[src/design/luma_stats_motion_detector_assert.svh]
// assertion macros for the luma statistics block
// both expect clk and rst_n in the scope where they are used
`ifndef LUMA_STATS_MOTION_DETECTOR_ASSERT_SVH
`define LUMA_STATS_MOTION_DETECTOR_ASSERT_SVH

// same-cycle implication, off during reset
`define LSMD_ASSERT_IMPL(lbl, ante, cons) \
    lbl: assert property (@(posedge clk) disable iff (!rst_n) (ante) |-> (cons)) \
        else $error("luma stats check failed");

// next-cycle implication, off during reset
`define LSMD_ASSERT_NEXT(lbl, ante, cons) \
    lbl: assert property (@(posedge clk) disable iff (!rst_n) (ante) |=> (cons)) \
        else $error("luma stats check failed");

`endif

[src/design/lsmd_pkg.sv]
`default_nettype none

package lsmd_pkg;

    // frame store size
    localparam int unsigned MAX_PIXELS = 19200;

    // derived widths
    localparam int unsigned PIX_W   = 8;
    localparam int unsigned TAG_W   = 32;
    localparam int unsigned IDX_W   = $clog2(MAX_PIXELS + 1);
    localparam int unsigned ADDR_W  = (MAX_PIXELS > 1) ? $clog2(MAX_PIXELS) : 1;
    localparam int unsigned SUM_W   = IDX_W + PIX_W;
    localparam int unsigned SQ_W    = IDX_W + 2 * PIX_W;
    localparam int unsigned PM_W    = 10;
    localparam int unsigned MEAN4_W = 10;
    localparam int unsigned VAR_W   = 16;
    localparam int unsigned PMUL_W  = IDX_W + PM_W;
    localparam int unsigned DIVD_A  = (SUM_W + 2 > SQ_W) ? SUM_W + 2 : SQ_W;
    localparam int unsigned DIVD_W  = (DIVD_A > PMUL_W) ? DIVD_A : PMUL_W;
    localparam int unsigned CNT_W   = $clog2(DIVD_W);
    localparam int unsigned CFG_W   = 8;
    localparam int unsigned CFG_IDX_W = 2;

    typedef logic [PIX_W-1:0]     pix_t;
    typedef logic [TAG_W-1:0]     tag_t;
    typedef logic [IDX_W-1:0]     idx_t;
    typedef logic [ADDR_W-1:0]    addr_t;
    typedef logic [SUM_W-1:0]     sum_t;
    typedef logic [SQ_W-1:0]      sq_t;
    typedef logic [DIVD_W-1:0]    divd_t;
    typedef logic [CNT_W-1:0]     cnt_t;
    typedef logic [CFG_W-1:0]     cfg_t;
    typedef logic [CFG_IDX_W-1:0] cfg_idx_t;
    typedef logic [PM_W-1:0]      pm_t;
    typedef logic [MEAN4_W-1:0]   mean4_t;
    typedef logic [VAR_W-1:0]     var_t;

    localparam divd_t PERMILLE = divd_t'(1000);

    // register indexes of the configuration port
    localparam cfg_idx_t REG_DARK_THR   = cfg_idx_t'(0);
    localparam cfg_idx_t REG_SAT_THR    = cfg_idx_t'(1);
    localparam cfg_idx_t REG_MOTION_THR = cfg_idx_t'(2);

    // threshold reset values
    localparam cfg_t DARK_THR_RST   = cfg_t'(16);
    localparam cfg_t SAT_THR_RST    = cfg_t'(240);
    localparam cfg_t MOTION_THR_RST = cfg_t'(12);

    // end-of-frame division sequence
    typedef enum logic [2:0] {
        OP_MEAN   = 3'd0,
        OP_MEANSQ = 3'd1,
        OP_DARK   = 3'd2,
        OP_SAT    = 3'd3,
        OP_MOTION = 3'd4
    } op_t;

    // controller to datapath
    typedef struct packed {
        logic accept;
        logic div_start;
        logic div_store;
        op_t  div_op;
        logic load_out;
        logic frame_clear;
    } cmd_t;

    // datapath to controller
    typedef struct packed {
        logic div_busy;
        logic div_done;
    } status_t;

    // one result word
    typedef struct packed {
        tag_t   frame_tag;
        mean4_t mean_luma_x4;
        var_t   luma_variance;
        pm_t    dark_permille;
        pm_t    saturated_permille;
        pm_t    motion_permille;
        logic   motion_valid;
    } result_t;

endpackage

`default_nettype wire

[src/design/lsmd_ctrl.sv]
`default_nettype none

module lsmd_ctrl (
    input  wire logic              clk,
    input  wire logic              rst_n,
    input  wire logic              in_valid,
    input  wire logic              in_eof,
    output logic                   in_ready,
    output logic                   out_valid,
    input  wire logic              out_ready,
    input  wire lsmd_pkg::status_t  status,
    output lsmd_pkg::cmd_t         cmd
);

    typedef enum logic [4:0] {
        S_RUN   = 5'b00001,
        S_FLUSH = 5'b00010,
        S_START = 5'b00100,
        S_WAIT  = 5'b01000,
        S_LOAD  = 5'b10000
    } state_t;

    state_t         state_reg, state_next;
    lsmd_pkg::op_t  op_reg, op_next;
    logic           out_valid_reg, out_valid_next;
    logic           accept;
    logic           load;
    logic           store;

    assign in_ready = (state_reg == S_RUN);
    assign accept   = in_valid && in_ready;
    assign load     = (state_reg == S_LOAD) && (!out_valid_reg || out_ready);
    assign store    = (state_reg == S_WAIT) && status.div_done;

    // sequencing of a frame end
    always_comb
    begin
        state_next = state_reg;
        op_next    = op_reg;
        case (state_reg)
            S_RUN:
            begin
                if (accept && in_eof)
                begin
                    state_next = S_FLUSH;
                end
            end
            S_FLUSH:
            begin
                state_next = S_START;
            end
            S_START:
            begin
                state_next = S_WAIT;
            end
            S_WAIT:
            begin
                if (store)
                begin
                    case (op_reg)
                        lsmd_pkg::OP_MEAN:   op_next = lsmd_pkg::OP_MEANSQ;
                        lsmd_pkg::OP_MEANSQ: op_next = lsmd_pkg::OP_DARK;
                        lsmd_pkg::OP_DARK:   op_next = lsmd_pkg::OP_SAT;
                        lsmd_pkg::OP_SAT:    op_next = lsmd_pkg::OP_MOTION;
                        default:             op_next = lsmd_pkg::OP_MEAN;
                    endcase
                    state_next = (op_reg == lsmd_pkg::OP_MOTION) ? S_LOAD : S_START;
                end
            end
            S_LOAD:
            begin
                if (load)
                begin
                    state_next = S_RUN;
                end
            end
            default:
            begin
                state_next = S_RUN;
                op_next    = lsmd_pkg::OP_MEAN;
            end
        endcase
    end

    // output word valid
    always_comb
    begin
        out_valid_next = out_valid_reg;
        if (load)
        begin
            out_valid_next = 1'b1;
        end
        else if (out_ready)
        begin
            out_valid_next = 1'b0;
        end
    end

    always_ff @(posedge clk or negedge rst_n)
    begin
        if (!rst_n)
        begin
            state_reg     <= S_RUN;
            op_reg        <= lsmd_pkg::OP_MEAN;
            out_valid_reg <= 1'b0;
        end
        else
        begin
            state_reg     <= state_next;
            op_reg        <= op_next;
            out_valid_reg <= out_valid_next;
        end
    end

    assign out_valid = out_valid_reg;

    assign cmd.accept      = accept;
    assign cmd.div_start   = (state_reg == S_START);
    assign cmd.div_store   = store;
    assign cmd.div_op      = op_reg;
    assign cmd.load_out    = load;
    assign cmd.frame_clear = load;

endmodule

`default_nettype wire

[config.mk]
export PLATFORM = sky130hd
export DESIGN_NAME = lsmd_ctrl
export DESIGN_NICKNAME = d
export VERILOG_FILES = /design/src/design/luma_stats_motion_detector_assert.svh /design/src/design/lsmd_pkg.sv /design/src/design/lsmd_ctrl.sv
export SDC_FILE = /design/constraint.sdc
export NUM_CORES = 1
export LEC_CHECK = 0
export ABC_AREA = 1
export BUFFER_PORTS_ARGS = -buffer_cell sky130_fd_sc_hd__buf_2
export CORE_MARGIN = 4
export CORE_UTILIZATION = 45
export DETAILED_ROUTE_END_ITERATION = 8
export PLACE_DENSITY = 0.7
export SYNTH_ARGS = -nofsm -noshare
export SYNTH_HDL_FRONTEND = slang
export SYNTH_SLANG_ARGS = --single-unit
[constraint.sdc]
create_clock -name clk -period 1.5 [get_ports clk]
set_clock_uncertainty 0.2 [all_clocks]
set_input_delay 0.075 -clock clk [delete_from_list [all_inputs] [get_ports clk]]
set_output_delay 0.075 -clock clk [all_outputs]
set_load 0.01 [all_outputs]
Word level (Yosys, flattened, before mapping)
Cells that the tools add are included.
- word-level logic and storage cells: 37
- register bits after elaboration: 9
- bitwise operators: 1
- equality and inequality tests: 12
- reduce and logical (&&, ||, !) cells: 11
- mux-type cells: 10
- operator list (operator ; number):
    5-bit one-hot mux with 5 select lines ; 1
    5-bit two-way mux ; 4
    3-bit one-hot mux with 4 select lines ; 1
    3-bit by 2-bit == test with 1-bit output (second input constant) ; 2
    3-bit one-hot mux with 2 select lines ; 1
    5-bit by 1-bit == test with 1-bit output (second input constant) ; 1
    5-bit by 2-bit == test with 1-bit output (second input constant) ; 1
    5-bit by 3-bit == test with 1-bit output (second input constant) ; 1
    5-bit by 4-bit == test with 1-bit output (second input constant) ; 1
    5-bit == test (second input constant) ; 1
    1-bit logical AND ; 4
    2-bit inequality test (second input constant) ; 2
    4-bit OR reduction ; 1
    3-bit by 1-bit == test with 1-bit output (second input constant) ; 1
    3-bit == test (second input constant) ; 1
    3-bit zero test ; 1
    3-bit two-way mux ; 1
    3-bit AND reduction ; 1
    1-bit two-way mux ; 2
    2-bit by 1-bit inequality test with 1-bit output (second input constant) ; 1
    2-bit AND reduction ; 1
    2-bit nonzero test ; 1
    1-bit zero test ; 1
    1-bit logical OR ; 1
    1-bit inverter ; 1

Longest topological paths before layout
Gate-level depths: netlist (run 1).
- depth in word-level cells: 5
- mapped depth: 8

Least setup slack after synthesis (run 1)
Ideal clock, no wire load.
- kind: register to register
- start: register state_reg[0]
- end: register op_reg[0]
- clock period less this slack: 1.348 ns
- buffers on the path: 0
- arrival time: 1.032 ns
- setup time: 0.117 ns
- required time: 1.183 ns
- setup slack: 0.152 ns
- stages on the path, launching flop included: 8
- cells stage by stage: dfstp_2 -> inv_1 -> nor2_2 -> nand3_2 -> nand2_1 -> nor2_2 -> nand3_1 -> nand2_1
- word-level cells in the longest chain between the ends: 4
- elaborated cells on any way between the ends: 11
- classes of those cells: 6 x eq/ne; 1 x mux; 1 x bitwise; 3 x reduce/logical
- ends and longest elaborated chain (what ; RTL line ; text):
    from (decl) ; lsmd_ctrl.sv:23 ; state_t state_reg, state_next;
    from (signal assigned) ; lsmd_ctrl.sv:109 ; state_reg <= state_next;
    5-bit by 4-bit == test with 1-bit output, or another cell as far along ; lsmd_ctrl.sv:33, lsmd_ctrl.sv:40 ;
    1-bit logical AND / 4-bit OR reduction (equally long branches) ; -- ;
    2-bit inequality test (no line) / 1-bit inverter (equally long branches) ; -- ;
    2-bit AND reduction (no line) ; -- ;
    to (signal assigned) ; lsmd_ctrl.sv:104 ; op_reg <= lsmd_pkg::OP_MEAN;
    to (signal assigned) ; lsmd_ctrl.sv:110 ; op_reg <= op_next;
    to (decl) ; lsmd_ctrl.sv:24 ; lsmd_pkg::op_t op_reg, op_next;
Parallel ways exist; a longest one is shown, timed or not.
A chain may end at the register's enable or synchronous reset.

==> results.py, run 1 <==
metrics = {
    "final_layout": {
        "areaGrowthSynthToFinish_pct": 51.01,
        "antenna_cells": 0,
        "drive_above_1_share_pct": 48.67,
        "num-nets-final": 121,
        "n_fill_cell": 98,
        "instances_no_fill": 128,
        "largest_reg_flops": 5,
    },
    "global_route": {
        "antenna_found_initial": 0,
        "grt_max_degree": 9,
        "grt-ovfl-total": 0,
        "track_usage_pct": 15.91,
        "grt_pass1_wl_um": 2380,
        "grt_pass1_vias": 578,
    },
    "setup_path": {
        "start_kind": "flip-flop",
        "r2r_cells": 7,
        "crit_required_ns": 1.22,
        "cp_max_fo": 4,
        "critPathBufInv": 2,
        "end_kind": "primary output",
        "crit_family": "flip-flops",
        "critPathSlowestCell": "dfstp_2",
        "crit_arrival_ns": 1.33,
        "crit_chain": "inv_2 -> nor2_4 -> nand3_4 -> nor2_1 -> buf_2",
        "crit_cells": 5,
        "slowest_delay_ns": 0.58,
        "path_class": "flip-flop to primary output",
    },
    "sta": {
        "finalMaxSlewViolations": 0,
        "tightest_slew_ns": 0.3847,
        "relSlewSlack_pct": 74.27,
        "setup_tns_ns": -0.3815,
        "timing.final.crit_share_pct": 106.9,
        "grt_setup_unrepaired": "true",
        "fin_ws_ns": -0.1034,
        "min_period_ns": 1.603,
        "setup-violations-final": 10,
        "max_freq_mhz": 623.7,
        "hold_viol": 0,
    },
    "die": {
        "start_util_pct": 47.69,
        "die-width_um": 45.14,
        "fp.dieH_um": 45.14,
        "die_area_um2": 2037,
        "std_cell_rows": 13,
        "floorplan.io_pins": 17,
        "coreArea_um2": 1301,
    },
    "synthesis": {
        "yosys-top-cells-area": "dfrtp_1 (32%), nand2_1 (9.7%), nand3_2 (8.1%)",
        "synth_most_common_cell": "nand2_1",
        "yosys.area.top_type": "dfrtp_1",
        "synth_top_area_share_pct": 32.26,
        "synth.ff_latch_count": 9,
        "yosysUniqueCellTypes": 19,
        "synth_edf_count": 0,
        "ys_warn_count": 0,
        "synthSimpleGateAreaFrac_pct": 45.97,
        "synth_compound_area_share_pct": 4.839,
        "muxShareOfSynthArea_pct": 0,
        "avgSynthCellArea_um2": 7.477,
        "synth_commonest_cells": "nand2_1 (16), nor2_1 (11), inv_1 (10)",
        "synth_area_um2": 620.6,
        "ys_dominant_reg_cell": "dfrtp_1",
        "synthCells": 83,
        "ys_seq_area_share_pct": 36.49,
        "synth_nets": 90,
        "synthArstFlopShare_pct": 100.0,
        "synth_top_family_by_area": "simple AND/OR/NAND/NOR gates",
        "yosys.area_share.adder_pct": 0,
        "post_synth_xor_area_fraction_pct": 0,
    },
    "placed_design": {
        "dp_hpwl_um": 1056,
        "dp.cells": 109,
        "io_buffers": 15,
        "gp_congestion": 0.8139,
        "pre_cts_slack_ns": 0.03631,
    },
    "cts": {
        "clockRootBuffer": "clkbuf_4",
        "h-tree-depth": 1,
        "clk_pin_slew_ns": 0.06,
        "cts.sinks": 9,
        "cts_tree": "built",
        "cts_buffers": 3,
        "cts.path.max_buffers": 2,
        "clk_latency_ns": 0.25,
    },
    "route": {
        "postRouteAntennaNets": 0,
        "wl_met1_um": 655,
        "drt-vias-per-instance": 4.945,
        "dr.pass1.iters": 4,
        "wl_met3_um": 35,
        "top_layer_used": "met4",
        "wirelength_um": 1499,
        "first_iter_violations": 7,
        "wl_per_cell_um": 11.71,
        "wl_met2_um": 792,
        "drc": 0,
        "vias": 633,
    },
    "power": {
        "p_leak_uw": 0.0004939,
        "p_sw_uw": 423.9,
        "power_frac_comb_pct": 55.4,
        "p_clk_share_pct": 16.4,
        "cellPowerDensity_nw_per_um2": 1177,
        "switching_share_pct": 38.44,
        "worst_ir_drop_vdd_mv": 0.5979,
        "p_int_uw": 678.8,
        "seqPwrFrac_pct": 28.2,
    },
    "worst_hold_path": {
        "holdCritPathClass": "input pin to asynchronous set/reset pin",
    },
    "flow_run": {
        "drv_cap": 0,
    },
    "outcome": {
        "status": "complete, but fails checks",
        "violations": "setup timing",
    },
}
## per-stage QoR
step | hold WS (ns) | util, % | total power (uW) | cell area [um2]
6_report | 0.1017 | 72.02 | 1103 | 937.1
5_1_grt | 0.1042 | 72.02 | 1174 | 937.1
4_1_cts | 0.1004 | 64.33 | 961.5 | 837.1
3_5_place_dp | -0.2615 | 52.60 | 629.3 | 684.4
3_3_place_gp | -0.2628 | 52.60 | 614.5 | 684.4
2_1_floorplan | -0.4206 | - | 551.4 | 620.6
## cell families after synthesis
family	Yosys count
AO/OA/AOI/OAI	6
flip-flops	9
AND/OR/NAND/NOR	51
buffers and inverters	17
## path summary, 6_finish.rpt
path | start | slack, ns | to
worst max-delay path | state_reg[0] | -0.10 | cmd[7]
worst min-delay path | rst_n | 0.10 | state_reg[0]
worst max register to register | state_reg[0] | -0.04 | state_reg[4]
worst min register to register | op_reg[2] | 0.32 | op_reg[2]
max in group asynchronous | rst_n | 0.17 | state_reg[2]
min in group clk | op_reg[2] | 0.32 | op_reg[2]
## placed cells by master, fill, tap and decap left out
master	Yosys	final
o21ai_0	1	1
buf_2	0	13
buf_4	4	6
clkbuf_4	0	3
or2_2	2	2
clkinv_1	1	1
dlygate4sd3_1	0	6
nor2_4	2	4
a21oi_1	2	1
nand3_1	9	7
dfrtp_1	8	6
nand3_2	5	3
a21oi_2	0	1
nor2_2	3	3
o21ai_4	0	1
buf_6	0	5
nor3b_1	1	1
o21ai_1	3	2
dfstp_2	1	1
nand2_2	0	1
inv_1	10	7
nand2_1	16	15
nand3_4	0	4
inv_2	2	5
dfrtp_2	0	2
nor2_1	11	9
clkbuf_1	0	1
nand4_4	1	1
nand4_1	1	1
## timing repair
item                                    4_1_cts  5_1_grt
endpoints found under the setup margin        6       13
hold buffers                                  6        0
setup buffers                                 6        4
pin swaps                                     3        5
gates resized for setup                       7       17
hold endpoints to repair                     14        0
## power by group through the flow
stage / Sequential (uW) / Combinational (uW) / Clock, uW
2_1_floorplan: 305 / 246 / 0
3_3_place_gp: 307 / 307 / 0
3_5_place_dp: 310 / 319 / 0
4_1_cts: 313 / 460 / 188
5_1_grt: 314 / 662 / 198
6_report: 311 / 611 / 181
## area by class of cell
type	count	area, um2	area share [%]
Clock buffer	4	26.28	2.804
Inverter	13	48.80	5.207
Multi-Input combinational cell	57	387.9	41.39
Sequential cell	9	229.0	24.43
Tap cell	15	18.77	2.003
Timing Repair Buffer	30	226.5	24.17
## worst reg2reg max path, delay by kind of cell, from the launching register on
| family | cells | cell delay (ns) |
|---|---|---|
| and+or+nand+nor | 3 | 0.27 |
| DFF | 1 | 0.58 |
| AOI/OAI and AO/OA | 1 | 0.07 |
| buffers and inverters | 3 | 0.29 |
## routing by layer
metal  vias up  track usage, %
li1        322               -
met1       299           20.10
met2         8           27.40
met3         4           2.390
met4         0           5.263
met5         -               0
Power figures use the tool's default switching activity.
==> run 2, diff against run 1 <==
--- a/config.mk
+++ b/config.mk
@@ -7,10 +7,10 @@
 export LEC_CHECK = 0
 export ABC_AREA = 1
 export BUFFER_PORTS_ARGS = -buffer_cell sky130_fd_sc_hd__buf_2
-export CORE_MARGIN = 4
-export CORE_UTILIZATION = 45
+export CORE_AREA = 4 4 41 43
 export DETAILED_ROUTE_END_ITERATION = 8
-export PLACE_DENSITY = 0.7
+export DIE_AREA = 0 0 45 47
+export PLACE_DENSITY = 0.72
 export SYNTH_ARGS = -nofsm -noshare
 export SYNTH_HDL_FRONTEND = slang
 export SYNTH_SLANG_ARGS = --single-unit
==> run 2 against run 1 <==
Against the previous run:
- power fell by 9.1%
- sequential share of layout area up 1.3 points
- critical path type unchanged
- highest routed layer unchanged
- largest cell class unchanged
- die area increased by 3.8%
- design area decreased by 5.1%
- the run still ends with setup timing left
- cell count is the same
==> results.py, run 2 (synthesized netlist as in run 1, its figures left out) <==
metrics = {
    "sta": {
        "timing.final.crit_share_pct": 107.9,
        "max_freq_mhz": 617.8,
        "setup-violations-final": 9,
        "hold_viol": 0,
        "grt_setup_unrepaired": "true",
        "timing.hold.ws_ns": 0.08677,
        "min_period_ns": 1.619,
        "finalMaxSlewViolations": 0,
        "tightest_slew_ns": 0.3954,
        "relSlewSlack_pct": 73.56,
        "fin_ws_ns": -0.1187,
    },
    "route": {
        "vias": 636,
        "dr.pass1.iters": 4,
        "first_iter_violations": 5,
        "postRouteAntennaNets": 0,
        "wirelength_um": 1607,
        "drt-vias-per-instance": 4.969,
        "drc": 0,
        "wl_per_cell_um": 12.55,
    },
    "global_route": {
        "antenna_found_initial": 0,
        "grt_pass1_wl_um": 2490,
        "track_usage_pct": 16.59,
        "grt_pass1_vias": 595,
        "grt_max_degree": 9,
        "grt-ovfl-total": 0,
    },
    "placed_design": {
        "io_buffers": 15,
        "dp_hpwl_um": 996.4,
        "gp_congestion": 0.7928,
    },
    "final_layout": {
        "drive_above_1_share_pct": 45.13,
        "layout_common_cells": "nand2_1 (15), buf_2 (14), nor2_1 (9), nand3_1 (9), buf_4 (9)",
        "antenna_cells": 0,
        "num-nets-final": 121,
        "post-route-util_pct": 68.37,
        "layout_commonest_cell": "nand2_1",
        "areaGrowthSynthToFinish_pct": 43.35,
        "largest_reg_flops": 5,
    },
    "die": {
        "fp.dieH_um": 47,
        "start_util_pct": 47.69,
        "std_cell_rows": 13,
        "coreArea_um2": 1301,
        "floorplan.io_pins": 17,
        "die_area_um2": 2115,
        "die-width_um": 45,
    },
    "setup_path": {
        "cp_max_fo": 4,
        "path_class": "flip-flop to primary output",
        "end_kind": "primary output",
        "crit_required_ns": 1.22,
        "slowest_delay_ns": 0.58,
        "crit_chain": "inv_2 -> nor2_4 -> nand3_4 -> nor2_1 -> buf_2",
        "critPathBufInv": 2,
        "crit_family": "flip-flops",
        "rrSetupSlack_ns": -0.06,
        "start_kind": "flip-flop",
        "crit_arrival_ns": 1.34,
        "critPathSlowestCell": "dfstp_2",
    },
    "worst_hold_path": {
        "holdCritPathClass": "input pin to asynchronous set/reset pin",
    },
    "flow_run": {
        "drv_cap": 0,
    },
    "cts": {
        "cts_buffers": 3,
        "cts.sinks": 9,
        "clockRootBuffer": "clkbuf_4",
        "cts.path.max_buffers": 2,
        "h-tree-depth": 1,
        "clk_latency_ns": 0.27,
        "cts_tree": "built",
        "clk_pin_slew_ns": 0.07,
    },
    "power": {
        "cellPowerDensity_nw_per_um2": 1127,
        "p_leak_uw": 0.0004814,
        "p_total_uw": 1002,
        "worst_ir_drop_vdd_mv": 0.7337,
    },
    "outcome": {
        "status": "complete, but fails checks",
        "violations": "setup timing",
    },
}
run 2: changes by cell type in the layout (fill, tap and decap cells not counted), moves of 2 or more:
cell,previous run,this run
buf_6,5,1
nand3_1,7,9
nand3_4,4,2
buf_4,6,9
run 2: repair_timing:
action / 4_1_cts / 5_1_grt
cloned: 0 / 0
setup endpoints to repair: 6 / 10
buffers inserted: 6 / 3
resized for setup: 7 / 7
hold buffers: 6 / 0
pin swaps: 4 / 6
endpoints found under the hold margin: 14 / 0
run 2: through the flow:
step	worst slack [ns]	cells	area, um2	setup TNS [ns]
after CTS	-0.1183	125	835.8	-0.5010
final	-0.1187	128	889.6	-0.4223
after global routing	-0.1758	128	889.6	-1.188
after global placement	0.06965	109	684.4	0
after detailed placement	0.04076	109	684.4	0
after floorplan	0.1515	83	620.6	0
run 2: area by class of cell:
class,instances,area [um2]
Fill cell,114,411.6
Multi-Input combinational cell,57,357.8
Sequential cell,9,229.0
Timing Repair Buffer,30,209.0
Inverter,13,48.80
Clock buffer,4,26.28
Tap cell,15,18.77
run 2: worst reg2reg max path: cells and delay by family, from the launching register on:
kind | cells | cell delay [ns]
buffers and inverters | 2 | 0.22
AND/OR/NAND/NOR | 6 | 0.45
flip-flops | 1 | 0.58
run 2: metal layers:
layer | GRT usage [%] | part of all wire (%) | vias up
met1 | 17.52 | 38 | 288
li1 | - | - | 320
met5 | 0 | 0 | -
met4 | 5.848 | 3.6 | 0
met2 | 29.94 | 52 | 22
met3 | 6.513 | 6.1 | 6
run 2: worst paths after layout:
path	from	to	depth (start not counted)
min reg2reg	op_reg[2]	op_reg[2]	2
min	rst_n	state_reg[0]	2
max	state_reg[0]	cmd[7]	5
max reg2reg	state_reg[0]	op_reg[2]	8
max in group asynchronous	rst_n	state_reg[1]	3
min in group clk	out_ready	out_valid	3
run 2: where the power goes:
group | total (uW) | switching (uW) | leakage [uW] | internal, uW
Combinational | 499 | 268 | 0.000348 | 231
Sequential | 311 | 34.5 | 0.000119 | 277
Clock | 192 | 89.6 | 0.0000150 | 103
